`src/rtl/core/buffer_free_list_allocator_defines.svh`:
```
// Assertion macros used by the buffer free list allocator top level.
`ifndef BUFFER_FREE_LIST_ALLOCATOR_DEFINES_SVH
`define BUFFER_FREE_LIST_ALLOCATOR_DEFINES_SVH

// Same-cycle implication, disabled while the synchronous reset is asserted.
`define BFL_ASSERT_IMP(label, clk, rst_n, ante, cons, msg) \
    label: assert property (@(posedge clk) disable iff (!rst_n) (ante) |-> (cons)) \
        else $error(msg);

// Next-cycle implication, disabled while the synchronous reset is asserted.
`define BFL_ASSERT_NXT(label, clk, rst_n, ante, cons, msg) \
    label: assert property (@(posedge clk) disable iff (!rst_n) (ante) |=> (cons)) \
        else $error(msg);

`endif

```
`src/rtl/core/bfl_pkg.sv`:
```
// Package with the types and constants of the buffer free list allocator.
package bfl_pkg;

    localparam int POOL_SIZE  = 64;
    localparam int IDX_W      = $clog2(POOL_SIZE);
    localparam int LINK_W     = IDX_W + 1;
    localparam int FREE_IDX_W = 7;
    localparam int ALLOC_W    = 6;

    // End-of-list marker held in a link or in the head register.
    localparam logic [LINK_W-1:0] LINK_NONE = LINK_W'(POOL_SIZE);

    // Operation codes of a request.
    localparam logic FUNC_ALLOC = 1'b0;
    localparam logic FUNC_FREE  = 1'b1;

    typedef struct packed {
        logic                  func;
        logic [FREE_IDX_W-1:0] free_index;
    } t_req;

    typedef struct packed {
        logic               granted;
        logic [ALLOC_W-1:0] alloc_index;
        logic               pool_empty;
    } t_rsp;

    // Write and read request to the link memory.
    typedef struct packed {
        logic              we;
        logic [IDX_W-1:0]  waddr;
        logic [LINK_W-1:0] wdata;
        logic              re;
        logic [IDX_W-1:0]  raddr;
    } t_link_req;

endpackage

```
`src/rtl/core/bfl_link_ram.sv`:
```
// Link memory of the free list with per-entry written flags.
module bfl_link_ram (
    input  logic                       i_clk,
    input  logic                       i_rst_n,
    input  bfl_pkg::t_link_req         i_req,
    output logic [bfl_pkg::LINK_W-1:0] o_rdata
);

    logic [bfl_pkg::LINK_W-1:0]    r_mem [bfl_pkg::POOL_SIZE];
    logic [bfl_pkg::POOL_SIZE-1:0] r_valid;
    logic [bfl_pkg::LINK_W-1:0]    r_rd_data;
    logic                          r_rd_written;
    logic [bfl_pkg::IDX_W-1:0]     r_rd_addr;

    always_ff @(posedge i_clk) begin
        if (i_req.we) begin
            r_mem[i_req.waddr] <= i_req.wdata;
        end
        if (i_req.re) begin
            r_rd_data    <= r_mem[i_req.raddr];
            r_rd_written <= r_valid[i_req.raddr];
            r_rd_addr    <= i_req.raddr;
        end
    end

    // An entry never written reads as its reset link, the next entry up.
    always_ff @(posedge i_clk) begin
        if (!i_rst_n) begin
            r_valid <= '0;
        end else if (i_req.we) begin
            r_valid[i_req.waddr] <= 1'b1;
        end
    end

    assign o_rdata = r_rd_written ? r_rd_data
                                  : ({1'b0, r_rd_addr} + bfl_pkg::LINK_W'(1));

endmodule

```
`src/rtl/core/buffer_free_list_allocator.sv`:
```
// Top level of the buffer free list allocator: control, head register and results.
//
//  Channel   Ports                        Transaction taken when
//  --------  ---------------------------  ---------------------------------
//  request   start, busy, i_req           start is high and busy is low
//  result    o_strobe, o_rsp              o_strobe is high (one cycle only)
//
// A granted allocation reads the link of the head buffer from the synchronous
// link memory in ST_IDLE and installs it as the new head in ST_READ, while busy
// is high. A free, an ignored free and an allocation on an empty pool are
// handled in ST_IDLE alone. Each result appears on the cycle after its
// request's work ends. Reset leaves every buffer free and chained in
// ascending order; the link memory needs no clearing pass, as per-entry
// written flags supply the reset links. The receiver cannot stall.
module buffer_free_list_allocator (
    input  logic          i_clk,
    input  logic          i_rst_n,
    input  logic          start,
    output logic          busy,
    input  bfl_pkg::t_req i_req,
    output logic          o_strobe,
    output bfl_pkg::t_rsp o_rsp
);

    `include "buffer_free_list_allocator_defines.svh"

    typedef enum logic [1:0] {
        ST_IDLE = 2'b01,
        ST_READ = 2'b10
    } t_state;

    t_state                     r_state, n_state;
    logic [bfl_pkg::LINK_W-1:0] r_head, n_head;
    logic                       r_strobe, n_strobe;
    bfl_pkg::t_rsp              r_rsp, n_rsp;

    bfl_pkg::t_link_req         link_req;
    logic [bfl_pkg::LINK_W-1:0] link_rdata;
    logic                       accept;
    logic                       head_none;
    logic                       free_in_range;

    bfl_link_ram u_link_ram (
        .i_clk   (i_clk),
        .i_rst_n (i_rst_n),
        .i_req   (link_req),
        .o_rdata (link_rdata)
    );

    assign busy          = (r_state == ST_READ);
    assign accept        = start && !busy;
    assign head_none     = (r_head >= bfl_pkg::LINK_NONE);
    assign free_in_range =
        ({1'b0, i_req.free_index} < (bfl_pkg::FREE_IDX_W + 1)'(bfl_pkg::POOL_SIZE));

    // A push writes the old head into the freed entry and makes that entry the
    // head. A pop reads the head's link and installs it in the next cycle. The
    // memory is never read and written in the same cycle, and the read of a
    // just-pushed entry happens in a later cycle than its write, so no
    // forwarding is needed.
    always_comb begin
        n_state  = r_state;
        n_head   = r_head;
        n_strobe = 1'b0;
        n_rsp    = r_rsp;

        link_req.we    = 1'b0;
        link_req.waddr = i_req.free_index[bfl_pkg::IDX_W-1:0];
        link_req.wdata = r_head;
        link_req.re    = 1'b0;
        link_req.raddr = r_head[bfl_pkg::IDX_W-1:0];

        case (r_state)
            ST_IDLE: begin
                if (accept) begin
                    n_strobe          = 1'b1;
                    n_rsp.granted     = 1'b0;
                    n_rsp.alloc_index = '0;
                    n_rsp.pool_empty  = head_none;
                    if (i_req.func == bfl_pkg::FUNC_ALLOC) begin
                        if (!head_none) begin
                            link_req.re = 1'b1;
                            n_strobe    = 1'b0;
                            n_state     = ST_READ;
                        end
                    end else if (free_in_range) begin
                        link_req.we      = 1'b1;
                        n_head           = {1'b0, i_req.free_index[bfl_pkg::IDX_W-1:0]};
                        n_rsp.granted    = 1'b1;
                        n_rsp.pool_empty = 1'b0;
                    end
                end
            end
            ST_READ: begin
                n_head            = link_rdata;
                n_strobe          = 1'b1;
                n_rsp.granted     = 1'b1;
                n_rsp.alloc_index = bfl_pkg::ALLOC_W'(r_head[bfl_pkg::IDX_W-1:0]);
                n_rsp.pool_empty  = (link_rdata >= bfl_pkg::LINK_NONE);
                n_state           = ST_IDLE;
            end
            default: begin
                n_state = ST_IDLE;
            end
        endcase
    end

    always_ff @(posedge i_clk) begin
        if (!i_rst_n) begin
            r_state  <= ST_IDLE;
            r_head   <= '0;
            r_strobe <= 1'b0;
        end else begin
            r_state  <= n_state;
            r_head   <= n_head;
            r_strobe <= n_strobe;
        end
    end

    always_ff @(posedge i_clk) begin
        r_rsp <= n_rsp;
    end

    assign o_strobe = r_strobe;
    assign o_rsp    = r_rsp;

    `BFL_ASSERT_NXT(a_read_gives_grant, i_clk, i_rst_n, r_state == ST_READ,
        o_strobe && o_rsp.granted, "a link read did not end in a granted result")

    `BFL_ASSERT_NXT(a_busy_one_cycle, i_clk, i_rst_n, busy, !busy,
        "busy was held for more than one cycle")

    `BFL_ASSERT_IMP(a_strobe_has_cause, i_clk, i_rst_n, o_strobe,
        $past(accept || r_state == ST_READ), "result strobe without a transaction")

    `BFL_ASSERT_IMP(a_ram_port_excl, i_clk, i_rst_n, link_req.re,
        !link_req.we, "link memory read and written in one cycle")

endmodule
```
`config.mk`:
```
export PLATFORM = sky130hd
export DESIGN_NAME = buffer_free_list_allocator
export DESIGN_NICKNAME = d
export VERILOG_FILES = /design/src/rtl/core/bfl_pkg.sv /design/src/rtl/core/bfl_link_ram.sv /design/src/rtl/core/buffer_free_list_allocator.sv
export VERILOG_INCLUDE_DIRS = /design/src /design/src/rtl/core
export SDC_FILE = /design/constraint.sdc
export NUM_CORES = 1
export LEC_CHECK = 0
export ABC_AREA = 1
export BUFFER_PORTS_ARGS = -buffer_cell sky130_fd_sc_hd__buf_2
export CORE_ASPECT_RATIO = 0.7
export CORE_MARGIN = 5
export CORE_UTILIZATION = 55
export DETAILED_ROUTE_END_ITERATION = 16
export HOLD_SLACK_MARGIN = 0.02
export MAX_ROUTING_LAYER = met4
export PLACE_DENSITY = 0.71
export SYNTH_ARGS = -nofsm -noshare
export SYNTH_HDL_FRONTEND = slang
export SYNTH_HIERARCHICAL = 1
export SYNTH_SLANG_ARGS = --single-unit
```
`constraint.sdc`:
```
create_clock -name i_clk -period 3.1 [get_ports i_clk]
set_input_delay 0.62 -clock i_clk [delete_from_list [all_inputs] [get_ports i_clk]]
set_output_delay 0.62 -clock i_clk [all_outputs]
set_load 0.01 [all_outputs]
```
==> run summary <==
Status = completed
Syn Area/Cell = 10.62 sq um
Worst Skew = 24.13 ps
Core footprint = 40,800 sq um
Largest net degree at the start of global routing = 196
Antenna cells = 0
Final min period = 2544 ps
Slew @ Worst Pin = 1154 ps
R2R setup slack = 560 ps
Post-synthesis compound-gate area fraction = 0.3597%
Final wirelength = 54,160 um
RSZ-0062 raised after global routing = false
Hold path depth = 3
Clock Latency Late Sink = 570 ps
DR vias = 15,750
Layout cell share with drive strength beyond 1 = 8.690%
Setup Viol. Count Final = 0
Multi-input gate area = 5931 sq um
Post-detail-place hpwl = 32,100 um
Synthesized instance count = 2,130
Worst hold start = i_rst_n
Critical path type = register to register
CTS Buf Count = 48
Final slew viol count = 0
Post-synthesis xor/xnor area fraction = 0.07746%
Post-cts sizing count = 0
CP Launch Type = register
Crit end category = register
I/O Buffers = 20
Sequential area share after synthesis = 68.96%
Overflow after GRT = 0
Post-Synth Adder-Cell Area = 0.1660%
Post-synthesis mux area share = 0%
Static Leakage = 9.356 nW
CTS root buffer = clkbuf_16
# nets final = 2,174
DR WL met2 = 23,130 um
Post-Syn Area = 22,610 sq um
Post-route design area = 24,870 sq um
Clk sinks = 544
Hold Path Sink = r_head[3]$_SDFFE_PN0P_
Pwr dens = 606.6 nW/um^2
Detail Route Antenna Nets = 0
Syn_nets = 2,144
Worst EP arrival = 2810 ps
Starting DRT DRC Count = 1,875
Reg2Reg Depth = 10
Fillers = 3,249
Number of max-cap violations = 0
Yosys Warn Count = 6
I/O pin cnt = 21
Slew headroom = 22.79%
Setup Buffers After CTS = 0
Total negative slack = 0 ps
F_max = 393.1 MHz
Met3 wire len = 5497 um
Area post-placement = 23,300 sq um
Largest family of logic cells by synthesized area = simple AND/OR/NAND/NOR gates
GRT Overall Usage = 24.19%
Crit path required time = 3360 ps
Commonest cells after routing, fill and taps aside = nand2_1 (708), edfxtp_1 (470), nand3_1 (440)
Drc violations = 0
H-tree levels = 2
First-pass GRT wire length = 83,770 um
Placer congestion estimate = 0.9140
Vias in the first global route = 14,500
Die area = 45,330 sq um
Clock slew at reported path FFs = 70 ps
Hold Buf Count CTS = 0
1st-pass router iterations = 5
Wl on met1 = 24,450 um
Register area = 15,610 sq um
Initial antenna violation count = 1
Layout area overhead = 9.993%
Mean routed wirelength per cell = 19.75 um
Die width = 252.4 um
Util after Layout = 60.96%
Rows = 62
Worst VDD drop = 0.4091 mV
FF-to-FF End = u_link_ram/r_mem[48][3]$_DFFE_PP_
Vias per cell = 5.744
Starting Density = 55.42%
Fin. Hold Viols = 0
Maximum fanout along the worst path = 15
Die H = 179.6 um
Unique masters post-synth = 29
Clock tree buffer depth = 3
Worst R2R Start = r_state[0]$_SDFFE_PN1P_
FF+latch count, synth = 544
Commonest non-fill, non-tap cell in the layout = nand2_1
Max Used Layer = met4
Final worst-path cycle share = 82.07%
HP Class = primary input to register
Simple logic cell fraction of the synthesized area = 25.62%
CTS tree = built
-- how the worst max path moves through the flow --
stage                                  from                                end  cells past startpoint
finish              r_state[0]$_SDFFE_PN1P_  u_link_ram/r_mem[48][3]$_DFFE_PP_                     10
global route        r_state[0]$_SDFFE_PN1P_  u_link_ram/r_mem[48][1]$_DFFE_PP_                     10
CTS                 r_state[0]$_SDFFE_PN1P_  u_link_ram/r_mem[48][1]$_DFFE_PP_                     10
detailed placement                 i_req[7]  u_link_ram/r_mem[48][1]$_DFFE_PP_                     10
global placement                   i_req[7]  u_link_ram/r_mem[53][1]$_DFFE_PP_                     10
floorplan           r_state[0]$_SDFFE_PN1P_  u_link_ram/r_mem[55][0]$_DFFE_PP_                     11
-- power breakdown --
part / switching (mW) / total (mW) / internal [mW]
Combinational: 0.817 / 1.09 / 0.269
Clock: 2.55 / 5.96 / 3.41
Sequential: 0.0342 / 8.05 / 8.01
-- area by class of cell --
| class | count | share of cell area, % |
|---|---|---|
| sequential | 544 | 62.77 |
| multi-input combinational | 1399 | 23.84 |
| clock buffer | 68 | 5.498 |
| timing repair buffer | 101 | 3.300 |
| tap | 544 | 2.737 |
| inverter | 66 | 1.026 |
| clock inverter | 20 | 0.8200 |
-- cells in the mapped netlist, drive strengths merged --
master / instances / area share (%)
a21oi: 8 / 0.18
a22o: 1 / 0.039
buf: 108 / 3.5
clkbuf: 13 / 0.22
clkinv: 1 / 0.017
dfxtp: 74 / 6.6
edfxtp: 470 / 62
ha: 3 / 0.17
inv: 65 / 1.1
nand2: 709 / 12
nand3: 443 / 9.9
nand4: 1 / 0.028
nor2: 212 / 3.6
nor3: 14 / 0.31
o211ai: 1 / 0.033
o21ai: 5 / 0.11
xor2: 2 / 0.077
-- cells by family after synthesis --
| family | Yosys count |
|---|---|
| xor gates and xnor gates | 2 |
| and+or+nand+nor | 1379 |
| buffers and inverters | 187 |
| DFF | 544 |
| AOI/OAI and AO/OA | 15 |
| adders and majority gates | 3 |
-- critical path: stages, from the launching register on --
cell,delay (ps)
dfxtp_1,360
inv_1,50
ha_1,260
nor2_8,160
nand3_4,180
inv_1,100
clkinv_1,240
nor3_1,260
inv_1,210
nor2_1,210
buf_4,210
-- through the flow --
stage | power [mW] | cells | hold WS [ps] | setup slack (ps)
2_1_floorplan | 8.931 | 2130 | 440.2 | 643.2
3_3_place_gp | 9.248 | 2654 | 449.5 | 484.1
3_5_place_dp | 9.268 | 2654 | 458.5 | 458.3
4_1_cts | 15.16 | 2742 | 360.6 | 574.5
5_1_grt | 15.58 | 2742 | 388.0 | 366.7
6_report | 15.09 | 2742 | 381.6 | 556.0
-- sequential cells by signal, summed over array words and instances, names as in the netlist --
register,cells
u_link_ram/r_mem,448
u_link_ram/r_valid,64
o_rsp,8
r_head,7
u_link_ram/r_rd_data,7
u_link_ram/r_rd_addr,6
r_state,2
o_strobe,1
u_link_ram/r_rd_written,1
-- per-layer routing --
layer | GRT usage (%) | up-vias
met1 | 37.46 | 7646
li1 | - | 7283
met2 | 33.55 | 736
met5 | - | -
met4 | 5.056 | 0
met3 | 4.897 | 84
Power figures use the tool's default switching activity.
